<file path="src/hdl/hdg_pkg.sv">
package hdg_pkg;

   // Command codes on the request channel
   localparam logic CMD_START = 1'b0;
   localparam logic CMD_TICK  = 1'b1;

   // Outcome codes on the response channel
   typedef logic [2:0] outcome_type;
   localparam outcome_type OC_IDLE    = 3'd0;
   localparam outcome_type OC_DESC    = 3'd1;
   localparam outcome_type OC_OK      = 3'd2;
   localparam outcome_type OC_REV     = 3'd3;
   localparam outcome_type OC_STALL   = 3'd4;
   localparam outcome_type OC_TIMEOUT = 3'd5;
   localparam outcome_type OC_BUSY    = 3'd6;

   // Register file
   localparam int CSR_INDEX_WIDTH = 3;
   localparam int CSR_DATA_WIDTH  = 16;
   typedef logic [CSR_INDEX_WIDTH-1:0] csr_index_type;
   localparam csr_index_type CSR_TIMEOUT_MS   = 3'd0;
   localparam csr_index_type CSR_STALL_MS     = 3'd1;
   localparam csr_index_type CSR_MIN_PROGRESS = 3'd2;
   localparam csr_index_type CSR_REVERSE      = 3'd3;
   localparam csr_index_type CSR_DRIVE_DUTY   = 3'd4;

   localparam logic [15:0] TIMEOUT_MS_RESET   = 16'd20000;
   localparam logic [15:0] STALL_MS_RESET     = 16'd300;
   localparam logic [15:0] MIN_PROGRESS_RESET = 16'd20;
   localparam logic [15:0] REVERSE_RESET      = 16'd50;
   localparam logic [7:0]  DRIVE_DUTY_RESET   = 8'd255;

   localparam logic [15:0] TICKS_MAX = 16'hFFFF;

   typedef struct packed {
      logic [15:0] timeout_ms;
      logic [15:0] stall_ms;
      logic [15:0] min_progress;
      logic [15:0] reverse_counts;
      logic [7:0]  drive_duty;
   } cfg_type;

   typedef struct packed {
      logic busy;
      logic calibrated;
      logic fault;
   } flags_type;

   typedef struct packed {
      outcome_type outcome;
      logic [7:0]  motor_duty;
      logic        direction_down;
      logic        zero_position;
      logic        calibrated;
      logic        fault_hold;
   } result_type;

endpackage

</file>
<file path="src/hdl/hdg_if.sv">
interface hdg_req_if;
   logic        valid;
   logic        ready;
   logic        cmd;
   logic        limit_active;
   logic [31:0] enc_count;

   modport source (output valid, output cmd, output limit_active, output enc_count,
                   input ready);
   modport sink (input valid, input cmd, input limit_active, input enc_count,
                 output ready);
endinterface

interface hdg_rsp_if;
   logic       valid;
   logic       ready;
   logic [2:0] outcome;
   logic [7:0] motor_duty;
   logic       direction_down;
   logic       zero_position;
   logic       calibrated;
   logic       fault_hold;

   modport source (output valid, output outcome, output motor_duty, output direction_down,
                   output zero_position, output calibrated, output fault_hold,
                   input ready);
   modport sink (input valid, input outcome, input motor_duty, input direction_down,
                 input zero_position, input calibrated, input fault_hold,
                 output ready);
endinterface

</file>
<file path="src/hdl/hdg_regs.sv">
module hdg_regs
   import hdg_pkg::*;
(
   input  logic                      clock,
   input  logic                      reset,
   input  logic                      csr_we,
   input  csr_index_type             csr_index,
   input  logic [CSR_DATA_WIDTH-1:0] csr_wdata,
   output cfg_type                   cfg
);

   cfg_type cfg_ff;
   cfg_type cfg_in;

   always_comb begin
      cfg_in = cfg_ff;
      if (csr_we) begin
         unique case (csr_index)
            CSR_TIMEOUT_MS:   cfg_in.timeout_ms     = csr_wdata;
            CSR_STALL_MS:     cfg_in.stall_ms       = csr_wdata;
            CSR_MIN_PROGRESS: cfg_in.min_progress   = csr_wdata;
            CSR_REVERSE:      cfg_in.reverse_counts = csr_wdata;
            CSR_DRIVE_DUTY:   cfg_in.drive_duty     = csr_wdata[7:0];
            default:          cfg_in = cfg_ff;   // unmapped index, dropped
         endcase
      end
   end

   always_ff @(posedge clock) begin
      if (reset) begin
         cfg_ff.timeout_ms     <= TIMEOUT_MS_RESET;
         cfg_ff.stall_ms       <= STALL_MS_RESET;
         cfg_ff.min_progress   <= MIN_PROGRESS_RESET;
         cfg_ff.reverse_counts <= REVERSE_RESET;
         cfg_ff.drive_duty     <= DRIVE_DUTY_RESET;
      end else begin
         cfg_ff <= cfg_in;
      end
   end

   assign cfg = cfg_ff;

endmodule

</file>
<file path="src/hdl/hdg_step.sv">
module hdg_step
   import hdg_pkg::*;
#(
   parameter int COUNT_WIDTH = 32
)(
   input  cfg_type                       cfg,
   input  logic                          cmd,
   input  logic                          limit_active,
   input  logic signed [COUNT_WIDTH-1:0] count,
   input  flags_type                     flags,
   input  logic signed [COUNT_WIDTH-1:0] start_count,
   input  logic signed [COUNT_WIDTH-1:0] mark_count,
   input  logic [15:0]                   elapsed_ticks,
   input  logic [15:0]                   progress_tick,
   output flags_type                     flags_next,
   output logic signed [COUNT_WIDTH-1:0] start_count_next,
   output logic signed [COUNT_WIDTH-1:0] mark_count_next,
   output logic [15:0]                   elapsed_ticks_next,
   output logic [15:0]                   progress_tick_next,
   output result_type                    result
);

   localparam int DW = COUNT_WIDTH + 2;

   logic [15:0]          elapsed_inc;
   logic signed [DW-1:0] count_x;
   logic signed [DW-1:0] rev_diff;
   logic signed [DW-1:0] rev_limit;
   logic signed [DW-1:0] prog_sum;
   logic [15:0]          idle_gap;
   logic                 timeout_hit;
   logic                 reverse_hit;
   logic                 progress_hit;
   logic                 stall_hit;
   logic                 driving;

   // saturating tick counter
   assign elapsed_inc = (elapsed_ticks == TICKS_MAX) ? elapsed_ticks : elapsed_ticks + 16'd1;
   assign timeout_hit = elapsed_inc >= cfg.timeout_ms;

   // exact differences: two extra bits hold the sign and the threshold add
   assign count_x   = DW'(count);
   assign rev_diff  = count_x - DW'(start_count);
   assign rev_limit = $signed({{(DW-16){1'b0}}, cfg.reverse_counts});
   assign reverse_hit = rev_diff > rev_limit;

   // fall of at least min counts: (count - progress) + min <= 0
   assign prog_sum = count_x - DW'(mark_count)
                   + $signed({{(DW-16){1'b0}}, cfg.min_progress});
   assign progress_hit = prog_sum <= DW'(0);

   // progress_tick never passes elapsed, so this cannot wrap
   assign idle_gap  = elapsed_inc - progress_tick;
   assign stall_hit = !progress_hit && (idle_gap >= cfg.stall_ms);

   always_comb begin
      flags_next          = flags;
      start_count_next    = start_count;
      mark_count_next     = mark_count;
      elapsed_ticks_next  = elapsed_ticks;
      progress_tick_next  = progress_tick;
      result.outcome       = OC_IDLE;
      result.zero_position = 1'b0;
      driving              = 1'b0;

      if (cmd == CMD_START) begin
         priority if (flags.busy) begin
            result.outcome = OC_BUSY;
            driving        = 1'b1;
         end else if (limit_active) begin
            flags_next.calibrated = 1'b1;
            result.outcome        = OC_OK;
            result.zero_position  = 1'b1;
         end else begin
            flags_next.busy     = 1'b1;
            start_count_next    = count;
            mark_count_next     = count;
            elapsed_ticks_next  = '0;
            progress_tick_next  = '0;
            result.outcome      = OC_DESC;
            driving             = 1'b1;
         end
      end else if (flags.busy) begin
         elapsed_ticks_next = elapsed_inc;
         priority if (timeout_hit) begin
            flags_next.busy = 1'b0;
            result.outcome  = OC_TIMEOUT;
         end else if (reverse_hit) begin
            flags_next.busy  = 1'b0;
            flags_next.fault = 1'b1;
            result.outcome   = OC_REV;
         end else if (stall_hit) begin
            flags_next.busy = 1'b0;
            result.outcome  = OC_STALL;
         end else begin
            if (progress_hit) begin
               mark_count_next    = count;
               progress_tick_next = elapsed_inc;
            end
            if (limit_active) begin
               flags_next.busy       = 1'b0;
               flags_next.calibrated = 1'b1;
               result.outcome        = OC_OK;
               result.zero_position  = 1'b1;
            end else begin
               result.outcome = OC_DESC;
               driving        = 1'b1;
            end
         end
      end

      result.motor_duty     = driving ? cfg.drive_duty : 8'd0;
      result.direction_down = driving;
      result.calibrated     = flags_next.calibrated;
      result.fault_hold     = flags_next.fault;
   end

endmodule

</file>
<file path="src/hdl/homing_descent_guard_core.sv">
// Channel   Dir  Handshake              Payload
// req_chan  in   valid/ready            cmd, limit_active, enc_count[31:0]
// rsp_chan  out  valid/ready            outcome, motor_duty, direction_down,
//                                       zero_position, calibrated, fault_hold
// csr_*     in   csr_we (no wait)       csr_index[2:0], csr_wdata[15:0]
//
// One transaction per cycle while rsp_chan.ready stays high; a request passes the input
// register and then the result register before its response is presented on rsp_chan.
// The guard checks are one pass of compares and adds between those registers.
// Reset is synchronous, active high: descent idle, flags clear, registers at defaults.
// A stalled response holds the pipe; the input register still takes one more
// request, so req_chan.ready drops only when both stages are full.
module homing_descent_guard_core
   import hdg_pkg::*;
#(
   parameter int COUNT_WIDTH = 32   // encoder bits used, 16..32, sign-extended
)(
   input  logic                      clock,
   input  logic                      reset,
   hdg_req_if.sink                   req_chan,
   hdg_rsp_if.source                 rsp_chan,
   input  logic                      csr_we,
   input  csr_index_type             csr_index,
   input  logic [CSR_DATA_WIDTH-1:0] csr_wdata
);

   cfg_type cfg;

   // input register
   logic                          in_valid_ff, in_valid_in;
   logic                          in_cmd_ff;
   logic                          in_limit_ff;
   logic signed [COUNT_WIDTH-1:0] in_count_ff;

   // descent state
   flags_type                     flags_ff, flags_in;
   logic signed [COUNT_WIDTH-1:0] start_count_ff, start_count_in;
   logic signed [COUNT_WIDTH-1:0] mark_count_ff, mark_count_in;
   logic [15:0]                   elapsed_ticks_ff, elapsed_ticks_in;
   logic [15:0]                   progress_tick_ff, progress_tick_in;

   // result register
   logic       out_valid_ff, out_valid_in;
   result_type result_ff, result_in;

   logic req_take;
   logic advance;

   hdg_regs u_regs (
      .clock     (clock),
      .reset     (reset),
      .csr_we    (csr_we),
      .csr_index (csr_index),
      .csr_wdata (csr_wdata),
      .cfg       (cfg)
   );

   hdg_step #(
      .COUNT_WIDTH (COUNT_WIDTH)
   ) u_step (
      .cfg                 (cfg),
      .cmd                 (in_cmd_ff),
      .limit_active        (in_limit_ff),
      .count               (in_count_ff),
      .flags               (flags_ff),
      .start_count         (start_count_ff),
      .mark_count          (mark_count_ff),
      .elapsed_ticks       (elapsed_ticks_ff),
      .progress_tick       (progress_tick_ff),
      .flags_next          (flags_in),
      .start_count_next    (start_count_in),
      .mark_count_next     (mark_count_in),
      .elapsed_ticks_next  (elapsed_ticks_in),
      .progress_tick_next  (progress_tick_in),
      .result              (result_in)
   );

   // the held request moves into the result register when that slot frees up
   assign advance        = in_valid_ff && (!out_valid_ff || rsp_chan.ready);
   assign req_chan.ready = !in_valid_ff || advance;
   assign req_take       = req_chan.valid && req_chan.ready;

   assign in_valid_in  = req_take ? 1'b1 : (advance ? 1'b0 : in_valid_ff);
   assign out_valid_in = advance ? 1'b1 : (rsp_chan.ready ? 1'b0 : out_valid_ff);

   always_ff @(posedge clock) begin
      if (reset) begin
         in_valid_ff  <= 1'b0;
         out_valid_ff <= 1'b0;
      end else begin
         in_valid_ff  <= in_valid_in;
         out_valid_ff <= out_valid_in;
      end
   end

   // payload registers, no reset needed
   always_ff @(posedge clock) begin
      if (req_take) begin
         in_cmd_ff   <= req_chan.cmd;
         in_limit_ff <= req_chan.limit_active;
         in_count_ff <= $signed(req_chan.enc_count[COUNT_WIDTH-1:0]);
      end
      if (advance) begin
         result_ff <= result_in;
      end
   end

   // state commits only when a transaction is actually processed
   always_ff @(posedge clock) begin
      if (reset) begin
         flags_ff          <= '0;
         start_count_ff    <= '0;
         mark_count_ff     <= '0;
         elapsed_ticks_ff  <= '0;
         progress_tick_ff  <= '0;
      end else if (advance) begin
         flags_ff          <= flags_in;
         start_count_ff    <= start_count_in;
         mark_count_ff     <= mark_count_in;
         elapsed_ticks_ff  <= elapsed_ticks_in;
         progress_tick_ff  <= progress_tick_in;
      end
   end

   assign rsp_chan.valid          = out_valid_ff;
   assign rsp_chan.outcome        = result_ff.outcome;
   assign rsp_chan.motor_duty     = result_ff.motor_duty;
   assign rsp_chan.direction_down = result_ff.direction_down;
   assign rsp_chan.zero_position  = result_ff.zero_position;
   assign rsp_chan.calibrated     = result_ff.calibrated;
   assign rsp_chan.fault_hold     = result_ff.fault_hold;

endmodule
</file>
<file path="src/flat_wrapper.sv">
// flat-port wrapper written by rule: the top's interface ports become plain ports
module homing_descent_guard_core_flat import hdg_pkg::*;
#(
   parameter int COUNT_WIDTH = 32                                              
)
  (clock, reset, csr_we, csr_index, csr_wdata, req_chan_valid, req_chan_cmd, req_chan_limit_active, req_chan_enc_count, req_chan_ready, rsp_chan_valid, rsp_chan_outcome, rsp_chan_motor_duty, rsp_chan_direction_down, rsp_chan_zero_position, rsp_chan_calibrated, rsp_chan_fault_hold, rsp_chan_ready);
  hdg_req_if req_chan_i ();
  hdg_rsp_if rsp_chan_i ();
  input  logic clock;
  input  logic reset;
  input  logic csr_we;
  input  csr_index_type csr_index;
  input  logic [CSR_DATA_WIDTH-1:0] csr_wdata;
  input wire logic [$bits(req_chan_i.valid)-1:0] req_chan_valid;
  input wire logic [$bits(req_chan_i.cmd)-1:0] req_chan_cmd;
  input wire logic [$bits(req_chan_i.limit_active)-1:0] req_chan_limit_active;
  input wire logic [$bits(req_chan_i.enc_count)-1:0] req_chan_enc_count;
  output wire logic [$bits(req_chan_i.ready)-1:0] req_chan_ready;
  output wire logic [$bits(rsp_chan_i.valid)-1:0] rsp_chan_valid;
  output wire logic [$bits(rsp_chan_i.outcome)-1:0] rsp_chan_outcome;
  output wire logic [$bits(rsp_chan_i.motor_duty)-1:0] rsp_chan_motor_duty;
  output wire logic [$bits(rsp_chan_i.direction_down)-1:0] rsp_chan_direction_down;
  output wire logic [$bits(rsp_chan_i.zero_position)-1:0] rsp_chan_zero_position;
  output wire logic [$bits(rsp_chan_i.calibrated)-1:0] rsp_chan_calibrated;
  output wire logic [$bits(rsp_chan_i.fault_hold)-1:0] rsp_chan_fault_hold;
  input wire logic [$bits(rsp_chan_i.ready)-1:0] rsp_chan_ready;
  assign req_chan_i.valid = req_chan_valid;
  assign req_chan_i.cmd = req_chan_cmd;
  assign req_chan_i.limit_active = req_chan_limit_active;
  assign req_chan_i.enc_count = req_chan_enc_count;
  assign req_chan_ready = req_chan_i.ready;
  assign rsp_chan_valid = rsp_chan_i.valid;
  assign rsp_chan_outcome = rsp_chan_i.outcome;
  assign rsp_chan_motor_duty = rsp_chan_i.motor_duty;
  assign rsp_chan_direction_down = rsp_chan_i.direction_down;
  assign rsp_chan_zero_position = rsp_chan_i.zero_position;
  assign rsp_chan_calibrated = rsp_chan_i.calibrated;
  assign rsp_chan_fault_hold = rsp_chan_i.fault_hold;
  assign rsp_chan_i.ready = rsp_chan_ready;
  homing_descent_guard_core #(.COUNT_WIDTH(COUNT_WIDTH)) u_core (.clock(clock), .reset(reset), .req_chan(req_chan_i), .rsp_chan(rsp_chan_i), .csr_we(csr_we), .csr_index(csr_index), .csr_wdata(csr_wdata));
endmodule
</file>
<file path="config.mk">
export PLATFORM = sky130hd
export DESIGN_NAME = homing_descent_guard_core_flat
export DESIGN_NICKNAME = d
export VERILOG_FILES = /design/src/hdl/hdg_pkg.sv /design/src/hdl/hdg_if.sv /design/src/hdl/hdg_regs.sv /design/src/hdl/hdg_step.sv /design/src/hdl/homing_descent_guard_core.sv /design/src/flat_wrapper.sv
export SDC_FILE = /design/constraint.sdc
export NUM_CORES = 1
export LEC_CHECK = 0
export BUFFER_PORTS_ARGS = -buffer_cell sky130_fd_sc_hd__buf_2
export CORE_UTILIZATION = 35
export DETAILED_ROUTE_END_ITERATION = 16
export PLACE_DENSITY = 0.51
export SYNTH_ARGS = -nofsm -noshare
export SYNTH_HDL_FRONTEND = slang
export SYNTH_SLANG_ARGS = --single-unit
</file>
<file path="constraint.sdc">
create_clock -name clock -period 6.4 [get_ports clock]
set_input_delay 0.32 -clock clock [delete_from_list [all_inputs] [get_ports clock]]
set_output_delay 0.32 -clock clock [all_outputs]
set_load 0.02 [all_outputs]
</file>
==> impl_metrics.csv, run 1 <==
group,metric,value,unit
floorplan,io-pin-count,75,
floorplan,start_util,35.7,%
pwr,leakagePower,6.53,nW
sta,fmax,169,MHz
sta,post-route-period-util,92.5,%
routing,viasPerCell,5.35,
worst_setup_path,critPathRequiredTime,6.84,ns
global_routing,grt_pass1_vias,12572,
final_layout,design_area,17300,um^2
global_routing,grt_max_degree,90,
routing,num_vias,13398,
worst_setup_path,endpoint_kind,"register",
sta,tightest_slew,1.04,ns
synthesis,synth_seq_cells,222,
worst_setup_path,critPathSlowestCell,"fa_1",
floorplan,die_h,209,um
synthesis,synthArstFlopShare,0,%
cts,clk_latency,0.58,ns
cts,clock_path_buffers,3,
synthesis,synth_mux_area_share,0.216,%
floorplan,die_x,209,um
routing,ant_nets,0,
worst_setup_path,rr_startpoint,"u_core.elapsed_ticks_ff[8]",
cts,cts.sinks,222,
placed_design,globalplace.congestion,0.871,
final_layout,nFillCells,4266,
sta,period_minus_slack,5.92,ns
global_routing,overflow,0,
final_layout,fin_nets,2167,
cts,numCtsBuffers,28,
synthesis,syn_avg_cell_area,8.05,um^2
placed_design,port_buffers,74,
final_layout,diodes,0,
placed_design,dp_cells,2417,
synthesis,synth-xor-area-share,3.20,%
global_routing,grt_pass1_wl,69300,um
sta,whs,0.0616,ns
sta,timing.final.hold_violations,0,
run,cap_violations,0,
sta,clock_skew,0.0265,ns
placed_design,dpl-instance-area,15900,um^2
sta,slew_violations,0,
placed_design,dp_hpwl,32900,um
floorplan,core-area,42100,um^2
cts,ctsHtreeMaxLevel,1,
synthesis,synth_nets,2091,
status,status,"finished, final reports clean",
worst_setup_path,worst_r2r_path_depth,29,
sta,slew_headroom,30.4,%
global_routing,grt.total_usage,19.9,%
hold_path,whs_path_depth,3,
hold_path,worstHoldPathType,"in2reg",
synthesis,synth_top_family_by_area,"compound AO/OA/AOI/OAI gates",
synthesis,synth_ff_type,"dfxtp_1",
pwr,power.density,225,nW/um^2
routing,route.detailed.drc,0,
worst_setup_path,start_kind,"register",
worst_setup_path,cp.arrival,6.35,ns
routing,drt-pass1-iter-count,5,
hold_path,holdCritStartpoint,"csr_wdata[2]",
routing,drtIter0Drc,821,
cts,tritoncts,"done",
synthesis,yosys.area_share.simple,20.2,%
hold_path,whs_endpoint,"u_core.u_regs.cfg[58]",
routing,wire_per_inst,17.7,um
floorplan,placementRows,75,
worst_setup_path,rrSetupSlack,0.48,ns
synthesis,yosys.area_share.adder,14.5,%
worst_setup_path,slowest_delay,0.40,ns
global_routing,grt_antenna_before_repair,0,
sta,rsz0062_at_grt,"no",
final_layout,drive_gt1_share,9.91,%
final_layout,final_cell_count_no_fill,2506,
synthesis,yosysWarnings,0,
cts,clk_pin_slew,0.06,ns
sta,setup_viol,0,
worst_setup_path,worstPathMaxFanout,8,
worst_setup_path,crit_type,"reg2reg",
pwr,fin_total_pwr,3.88,mW
synthesis,seq_area_frac_synth,32.8,%
pwr,ir_drop,0.181,mV
synthesis,synth_area,15000,um^2
synthesis,syn_inst,1869,
synthesis,synth_enable_flop_cells,49,
synthesis,synth_compound_area_share,22.4,%
worst_setup_path,reg2reg_to,"u_core.rsp_chan.motor_duty[6]",
cts,cts-root-buf,"clkbuf_16",
final_layout,areaGrowthSynthToFinish,15.0,%
floorplan,die_area,43800,um^2
routing,drt-total-wl,44300,um
synthesis,synth.distinct_cells,82,
==> layer usage <==
| metal | global-route usage, % | share of wire [%] | wire length, um |
|---|---|---|---|
| met3 | 2.36 | 4.0 | 1770 |
| met4 | 3.90 | 1.6 | 704 |
| met1 | 26.9 | 47 | 20900 |
| met2 | 33.9 | 47 | 20900 |
| met5 | 0 | 0 | 0 |
==> kinds of logic (layout without fill, tap and decap cells) <==
logic type | count (synthesis) | after routing
multiplexers | 3 | 3
AO/OA/AOI/OAI | 530 | 531
buffers and inverters | 258 | 355
XOR/XNOR | 55 | 55
adder cells (fa/ha/maj) | 164 | 164
AND/OR/NAND/NOR | 637 | 637
flip-flops | 222 | 222
==> state kept, by name, summed over array words and instances, names as in the netlist <==
signal and cells:
u_core.in_valid_ff 1, u_core.rsp_chan.valid 1, u_core.u_regs.cfg 72, u_core.rsp_chan.zero_position 1, u_core.in_count_ff 32, u_core.flags_ff 3
u_core.in_cmd_ff 1, u_core.rsp_chan.direction_down 1, u_core.rsp_chan.outcome 3, u_core.rsp_chan.fault_hold 1, u_core.in_limit_ff 1, u_core.rsp_chan.motor_duty 8
u_core.elapsed_ticks_ff 16, u_core.mark_count_ff 32, u_core.start_count_ff 32, u_core.rsp_chan.calibrated 1, u_core.progress_tick_ff 16
==> cell type report <==
class                   instances  area [um^2]  share of cell area, %
multi-input cells            1390         9190                   53.1
clock inverters                10          105                  0.608
well taps                     539          674                   3.90
repair buffers                136          938                   5.42
flip-flops and latches        222         4930                   28.5
inverters                     167          627                   3.62
clock buffers                  42          835                   4.82
==> Yosys cell counts (8+ instances only) <==
library cell / count / share of area [%]
edfxtp_1: 49 / 9.8
a22oi_1: 14 / 0.70
a211o_1: 13 / 0.76
o21a_1: 14 / 0.70
xnor2_1: 41 / 2.4
ha_1: 146 / 12
nor3_1: 26 / 0.86
clkbuf_1: 75 / 1.9
a2111oi_0: 9 / 0.52
or3_1: 10 / 0.42
buf_2: 11 / 0.37
xor2_1: 14 / 0.81
dfxtp_1: 173 / 23
and2_1: 10 / 0.42
nand3_1: 44 / 1.5
o21bai_1: 9 / 0.45
o211ai_1: 12 / 0.60
a31oi_1: 14 / 0.58
a211oi_1: 12 / 0.60
and4_1: 8 / 0.47
and3_1: 22 / 0.91
inv_1: 167 / 4.2
a21oi_1: 221 / 7.4
nand3b_1: 50 / 2.5
o21ai_0: 111 / 3.7
nand2_1: 276 / 6.9
nand4_1: 23 / 0.96
nor2_1: 112 / 2.8
o21ai_1: 8 / 0.27
a21o_1: 19 / 0.95
nand2b_1: 22 / 0.91
fa_1: 18 / 2.4
nor2b_1: 17 / 0.71
==> worst max path at each step <==
stage | startpoint | slack, ns | end
after floorplan | u_core.elapsed_ticks_ff[3] | 0.79 | u_core.rsp_chan.motor_duty[0]
final | u_core.elapsed_ticks_ff[8] | 0.48 | u_core.rsp_chan.motor_duty[6]
after CTS | u_core.elapsed_ticks_ff[4] | 0.01 | u_core.rsp_chan.motor_duty[6]
after global routing | u_core.elapsed_ticks_ff[8] | 0.007 | u_core.rsp_chan.motor_duty[1]
after global placement | u_core.elapsed_ticks_ff[9] | 0.1 | u_core.rsp_chan.motor_duty[5]
after detailed placement | u_core.elapsed_ticks_ff[4] | -0.16 | u_core.rsp_chan.motor_duty[6]
==> power breakdown <==
| group | switching [mW] | internal [mW] |
|---|---|---|
| clock network | 0.650 | 0.944 |
| registers | 0.0367 | 1.47 |
| logic | 0.482 | 0.297 |
| total | 1.17 | 2.72 |
==> repair_timing <==
| item | 4_1_cts | 5_1_grt |
|---|---|---|
| setup endpoints to repair | 12 | 17 |
| gates resized for setup | 2 | 16 |
| gates cloned | 0 | 1 |
| hold buffers | 35 | 0 |
| hold endpoints to repair | 35 | 0 |
| buffers inserted | 0 | 1 |
| pin swaps | 1 | 3 |
==> cells in the final DEF, fill, tap and decap left out, types with 6 or more instances in the layout <==
cell type,count
nand4_1,23
ha_1,146
nor2_1,111
nand2_1,276
or3_1,10
a2111oi_0,8
nor3_1,26
and3_1,21
or2_2,6
clkbuf_8,6
nand3b_1,50
a21oi_2,8
inv_1,167
and2_1,9
o21ai_1,12
o211ai_1,12
o2111ai_1,7
a21o_1,19
xnor2_1,40
a211o_1,13
clkbuf_16,29
dfxtp_1,173
nor2b_1,16
nand3_1,43
dlygate4sd3_1,35
a211oi_1,12
and4_1,7
a22oi_1,14
clkbuf_1,7
xor2_1,14
a31oi_1,14
o21ai_0,106
fa_1,18
edfxtp_1,49
o21a_1,14
buf_2,73
o21bai_1,9
nand2b_1,22
buf_4,27
a21oi_1,218
==> worst max-delay path: cells and delay by family, from the launching register on <==
kind / cells / cell delay (ns)
AOI/OAI and AO/OA: 16 / 2.95
xor gates and xnor gates: 2 / 0.30
adders and majority gates: 3 / 0.80
buffers and inverters: 2 / 0.22
DFF: 1 / 0.38
and+or+nand+nor: 6 / 1.10
==> through the flow <==
stage	setup TNS, ns	worst slack (ns)	utilization (%)
6_report	0	0.482	41.1
5_1_grt	0	0.00712	41.1
4_1_cts	0	0.0124	40.9
3_5_place_dp	-1.35	-0.163	37.8
3_3_place_gp	0	0.0976	37.8
2_1_floorplan	0	0.795	-
(Power assumes the default switching activity.)
==> run 2: changes to the inputs <==
--- a/config.mk
+++ b/config.mk
@@ -5,10 +5,11 @@
 export SDC_FILE = /design/constraint.sdc
 export NUM_CORES = 1
 export LEC_CHECK = 0
+export ABC_AREA = 1
 export BUFFER_PORTS_ARGS = -buffer_cell sky130_fd_sc_hd__buf_2
+export CORE_MARGIN = 4
 export CORE_UTILIZATION = 35
 export DETAILED_ROUTE_END_ITERATION = 16
-export PLACE_DENSITY = 0.51
 export SYNTH_ARGS = -nofsm -noshare
 export SYNTH_HDL_FRONTEND = slang
 export SYNTH_SLANG_ARGS = --single-unit
==> run 2 against run 1 <==
Compared with the run above:
- global-route usage shrank 2.1 points
- first-iteration DRC count increased by 10%
- count of clock-buffer cells in the layout decreased by 10
- synthesized area is 6.7% higher
- final cell count increased by 25%
- highest routed layer unchanged
- die area up 13%
- clock skew increased by 0.0061 ns
==> impl_metrics.csv, run 2 <==
group,metric,value,unit
placed_design,globalplace.congestion,0.906,
run,cap_violations,0,
final_layout,layout.cells.most_common,"nand2_1",
final_layout,areaGrowthSynthToFinish,13.1,%
final_layout,final-seq-area,4930,um^2
routing,drt-pass1-iter-count,5,
global_routing,grt_pass1_vias,14213,
hold_path,whs_path_depth,1,
placed_design,port_buffers,74,
synthesis,synth_ff_type,"dfxtp_1",
hold_path,whs_endpoint,"u_core.in_count_ff[3]",
pwr,swShare,33.5,%
sta,tightest_slew,1.08,ns
hold_path,holdCritStartpoint,"req_chan_enc_count[3]",
worst_setup_path,crit_type,"reg2reg",
floorplan,die_x,222,um
floorplan,start_util,35.4,%
worst_setup_path,critPathRequiredTime,6.69,ns
routing,viasPerCell,4.78,
routing,num_vias,15040,
worst_setup_path,reg2reg_to,"u_core.rsp_chan.motor_duty[3]",
floorplan,die_h,222,um
routing,drt-total-wl,45100,um
final_layout,largest_reg_flops,72,
worst_setup_path,worst_r2r_path_depth,31,
cts,ctsHtreeMaxLevel,1,
synthesis,syn_avg_cell_area,6.58,um^2
routing,ant_nets,0,
pwr,power.density,230,nW/um^2
synthesis,synth_area_leaders,"dfxtp_1, nand2_1, ha_1",
global_routing,grt_antenna_before_repair,0,
cts,tritoncts,"done",
synthesis,yosys-top-cells-count,"nand2_1, inv_1, nor2_1",
synthesis,syn_inst,2438,
pwr,leakagePower,9.25,nW
final_layout,diodes,0,
sta,rsz0062_at_grt,"no",
worst_setup_path,slowest_delay,0.38,ns
worst_setup_path,worstPathMaxFanout,10,
worst_setup_path,start_kind,"register",
final_layout,fin_nets,2751,
cts,cts-root-buf,"clkbuf_16",
pwr,ir_drop,0.218,mV
cts,clk_pin_slew,0.06,ns
worst_setup_path,rrSetupSlack,0.87,ns
sta,setup_viol,0,
cts,cts.sinks,222,
worst_setup_path,rr_startpoint,"u_core.elapsed_ticks_ff[0]",
placed_design,dp_hpwl,36100,um
cts,cts_setup_buffers,0,
final_layout,multiInputGateArea,9170,um^2
worst_setup_path,cp.arrival,5.82,ns
sta,timing.final.hold_violations,0,
cts,clock_path_buffers,3,
global_routing,grt_max_degree,111,
synthesis,synth_top_area_share,21.6,%
final_layout,mostFrequentLayoutCells,"nand2_1, inv_1, nor2_1",
pwr,comb_power_share,28.6,%
synthesis,yosysWarnings,0,
floorplan,io-pin-count,75,
worst_setup_path,critPathSlowestCell,"nor4_2",
global_routing,overflow,0,
hold_path,worstHoldPathType,"in2reg",
pwr,internal_power,2.78,mW
final_layout,nFillCells,4829,
global_routing,grt_pass1_wl,72600,um
cts,numCtsBuffers,25,
sta,slew_violations,0,
synthesis,synth.largest_area_cell,"dfxtp_1",
synthesis,yosysMostFrequentCell,"nand2_1",
global_routing,grt.total_usage,17.8,%
synthesis,synthArstFlopShare,0,%
status,status,"finished, final reports clean",
sta,post-route-period-util,86.4,%
routing,wire_per_inst,14.3,um
synthesis,synth_area,16000,um^2
routing,drtIter0Drc,904,
pwr,p_sw,1.40,mW
synthesis,synth.distinct_cells,43,
sta,postLayoutSetupSlackWorst,0.868,ns
pwr,clockPowerShare,34.6,%
cts,clk_latency,0.56,ns
sta,period_minus_slack,5.53,ns
placed_design,dp_slack,0.754,ns
synthesis,seq_area_frac_synth,30.7,%
synthesis,synth_seq_cells,222,
floorplan,core-area,45400,um^2
sta,fmax,181,MHz
routing,route.detailed.drc,0,
floorplan,die_area,49300,um^2
sta,setup_tns,0,ns
synthesis,synth_nets,2660,
sta,clock_skew,0.0327,ns
synthesis,synth_enable_flop_cells,49,
sta,slew_headroom,27.6,%
pwr,pwr-share-seq,36.9,%
floorplan,placementRows,78,
final_layout,drive_gt1_share,6.56,%
worst_setup_path,endpoint_kind,"register",
-- run 2: layout make-up --
cell class | instances | area share [%]
multi-input combinational | 1708 | 50.6
sequential | 222 | 27.2
inverter | 459 | 9.51
tap | 600 | 4.14
timing repair buffer | 113 | 4.10
clock buffer | 32 | 3.65
clock inverter | 11 | 0.848
-- run 2: metrics by stage --
step                util (%)  power, mW  std cells  hold WS, ns  instance area [um^2]
floorplan                  -       2.43       2438        0.389                 16000
global placement        37.5       2.73       3070        0.448                 17000
detailed placement      37.5       2.74       3070        0.454                 17000
CTS                     40.0       4.21       3145     0.000553                 18100
global route            40.0       4.45       3145       0.0108                 18100
finish                  40.0       4.18       3145       0.0110                 18100
-- run 2: power by group through the flow --
stage,registers [mW],logic (mW),clock network (mW)
3_3_place_gp,1.57,1.16,0
4_1_cts,1.54,1.19,1.48
5_1_grt,1.54,1.37,1.54
2_1_floorplan,1.56,0.872,0
6_report,1.54,1.19,1.44
3_5_place_dp,1.57,1.17,0
-- run 2: worst max-delay path, delay by kind of cell (launching register included) --
kind                       cells  cell delay (ns)
buffers and inverters          3             0.21
AOI/OAI and AO/OA              8             1.54
adders and majority gates      3             0.79
DFF                            1             0.37
xor gates and xnor gates       1             0.14
and+or+nand+nor               16             2.23
-- run 2: cells by family (layout without fill, tap and decap cells) --
| group | after synthesis | after routing | synth area share, % |
|---|---|---|---|
| AND/OR/NAND/NOR | 1139 | 1139 | 29.1 |
| buffers and inverters | 508 | 615 | 12.2 |
| AO/OA/AOI/OAI | 362 | 362 | 12.0 |
| flip-flops | 222 | 222 | 30.7 |
| adder cells (fa/ha/maj) | 164 | 164 | 13.6 |
| XOR/XNOR | 43 | 43 | 2.35 |
-- run 2: per-layer routing --
layer  share of wire (%)  wire length (um)  GRT usage, %  up-vias
met4                 2.4              1060          3.98        0
met2                  45             20500          30.1      340
met3                 4.6              2080          2.21       55
met5                   0                 0             0        -
met1                  48             21500          24.4     6808
li1                    -                 -             -     7837
-- run 2: how the worst max path moves through the flow --
stage,start,endpoint,slack (ns),cells after the start
2_1_floorplan,u_core.elapsed_ticks_ff[0],u_core.rsp_chan.motor_duty[0],1.66,31
4_1_cts,u_core.elapsed_ticks_ff[0],u_core.rsp_chan.motor_duty[3],0.72,31
6_report,u_core.elapsed_ticks_ff[0],u_core.rsp_chan.motor_duty[3],0.87,31
3_5_place_dp,u_core.elapsed_ticks_ff[0],u_core.rsp_chan.motor_duty[7],0.75,31
5_1_grt,u_core.elapsed_ticks_ff[0],u_core.rsp_chan.motor_duty[0],0.16,31
3_3_place_gp,u_core.elapsed_ticks_ff[0],u_core.rsp_chan.direction_down,0.81,31
-- run 2: what timing repair did --
action,CTS,global route
endpoints found under the hold margin,32,0
hold buffers,32,0
gates resized for setup,0,1
endpoints found under the setup margin,0,7
==> run 3: changes to the inputs <==
--- a/config.mk
+++ b/config.mk
@@ -5,7 +5,6 @@
 export SDC_FILE = /design/constraint.sdc
 export NUM_CORES = 1
 export LEC_CHECK = 0
-export ABC_AREA = 1
 export BUFFER_PORTS_ARGS = -buffer_cell sky130_fd_sc_hd__buf_2
 export CORE_MARGIN = 4
 export CORE_UTILIZATION = 35
==> run 3 against run 2 <==
Compared with the run above:
- sequential share of layout area grew 1.6 points
- critical path depth is 3 lower
- register-to-register slack got worse by 0.45 ns
- count of clock-buffer cells in the layout did not move
- sequential cell count unchanged
- clock power up 5%
- via count shrank 10%
- largest cell class unchanged
- highest routed layer unchanged
==> impl_metrics.csv, run 3 (same netlist as run 1, synthesis figures left out) <==
group,metric,value,unit
global_routing,overflow,0,
final_layout,mostFrequentLayoutCells,"nand2_1, a21oi_1, dfxtp_1",
pwr,fin_total_pwr,3.79,mW
final_layout,areaGrowthSynthToFinish,13.8,%
global_routing,grt_pass1_vias,13057,
cts,clk_latency,0.55,ns
floorplan,start_util,35.6,%
sta,tightest_slew,1.07,ns
sta,fmax,167,MHz
routing,wl_met2,18900,um
worst_setup_path,worstPathMaxFanout,8,
floorplan,core-area,42200,um^2
worst_setup_path,endpoint_kind,"register",
sta,slew_headroom,28.1,%
sta,post-route-period-util,93.5,%
routing,num_vias,13474,
sta,whs,0.0326,ns
global_routing,grt.total_usage,17.9,%
final_layout,layout.cells.most_common,"nand2_1",
placed_design,dpl-instance-area,15900,um^2
global_routing,grt_max_degree,97,
sta,postLayoutSetupSlackWorst,0.415,ns
final_layout,design_area,17100,um^2
global_routing,grt_antenna_before_repair,0,
floorplan,die_x,215,um
sta,setup_viol,0,
worst_setup_path,slowest_delay,0.43,ns
worst_setup_path,critPathSlowestCell,"a2111oi_2",
worst_setup_path,cpMostUsedCell,"a21oi_2",
routing,wire_per_inst,17.2,um
routing,dr_wl_met3,2410,um
sta,timing.final.hold_violations,0,
routing,top_layer,"met4",
worst_setup_path,worst_r2r_path_depth,28,
worst_setup_path,start_kind,"register",
sta,period_minus_slack,5.98,ns
final_layout,largest_reg_flops,72,
cts,clk_pin_slew,0.06,ns
routing,route.detailed.drc,0,
global_routing,grt_pass1_wl,68900,um
final_layout,final_cell_count_no_fill,2489,
sta,clock_skew,0.0284,ns
hold_path,worstHoldPathType,"in2reg",
sta,setup_tns,0,ns
cts,clock_path_buffers,3,
worst_setup_path,cp.arrival,6.40,ns
routing,ant_nets,0,
sta,rsz0062_at_grt,"no",
cts,cts.sinks,222,
final_layout,fin_nets,2153,
pwr,power.density,221,nW/um^2
cts,tritoncts,"done",
cts,ctsHtreeMaxLevel,1,
worst_setup_path,critPathRequiredTime,6.82,ns
pwr,leakagePower,6.43,nW
floorplan,placementRows,75,
pwr,ir_drop,0.223,mV
floorplan,die_h,215,um
placed_design,dp_hpwl,32000,um
placed_design,dp_cells,2408,
status,status,"finished, final reports clean",
run,cap_violations,0,
sta,slew_violations,0,
routing,viasPerCell,5.41,
placed_design,globalplace.congestion,0.864,
routing,drtIter0Drc,923,
final_layout,drive_gt1_share,9.44,%
floorplan,die_area,46400,um^2
cts,cts-root-buf,"clkbuf_16",
floorplan,io-pin-count,75,
final_layout,diodes,0,
routing,wl_met1,20000,um
hold_path,whs_path_depth,1,
final_layout,utilization,40.5,%
placed_design,dp_slack,-0.125,ns
routing,drt-pass1-iter-count,7,
placed_design,port_buffers,74,
cts,numCtsBuffers,25,
routing,drt-total-wl,42800,um
worst_setup_path,crit_type,"reg2reg",
==> run 3: cell count changes in the layout (fill, tap and decap cells not counted), moves of 26 or more <==
cell and change:
inv_1 -281, nor2_1 -153, nand3b_1 +43, o21ai_0 -28, nand2_1 -400, nor2_2 -26, xnor2_1 +33, a21oi_1 +33
nand3_1 -47
==> run 3: path summary, 6_finish.rpt <==
check                                   from                            end  slack [ns]
setup / recovery  u_core.elapsed_ticks_ff[4]  u_core.rsp_chan.motor_duty[2]        0.42
hold / removal         req_chan_enc_count[1]          u_core.in_count_ff[1]        0.03
setup reg to reg  u_core.elapsed_ticks_ff[4]  u_core.rsp_chan.motor_duty[2]        0.42
hold reg to reg    u_core.start_count_ff[19]      u_core.start_count_ff[19]        0.45
==> run 3: layer usage <==
layer,vias up,global-route usage (%)
li1,6693,-
met1,6356,24.7
met2,351,28.5
met3,74,3.23
met4,0,5.99
met5,-,0
==> run 3: layout make-up <==
type	instances	area [um^2]
clock buffers	32	703
clock inverters	14	160
fillers	4251	25100
inverters	167	627
multi-input cells	1390	9180
flip-flops and latches	222	4940
well taps	539	674
repair buffers	125	841
==> run 3: where the power goes <==
group          total (mW)  internal [mW]  leakage, nW  switching, mW
clock                1.51          0.899        0.412          0.606
combinational       0.768          0.291         4.14          0.478
sequential           1.51           1.47         1.88         0.0374
==> run 3: what timing repair did <==
item                                    CTS  global route
pin swaps                                 1             3
buffers inserted                          0             0
gates resized for setup                   3            17
endpoints found under the setup margin   12            19
gates cloned                              0             1
hold buffers                             34             0
hold endpoints to repair                 34             0
==> run 3: worst max-delay path: cells and delay by family, from the launching register on <==
| kind | cells | cell delay [ns] |
|---|---|---|
| compound gates | 14 | 2.65 |
| xor+xnor | 2 | 0.36 |
| fa+ha+maj | 3 | 0.87 |
| buf+inv | 2 | 0.22 |
| flops | 1 | 0.40 |
| simple gates | 7 | 1.34 |
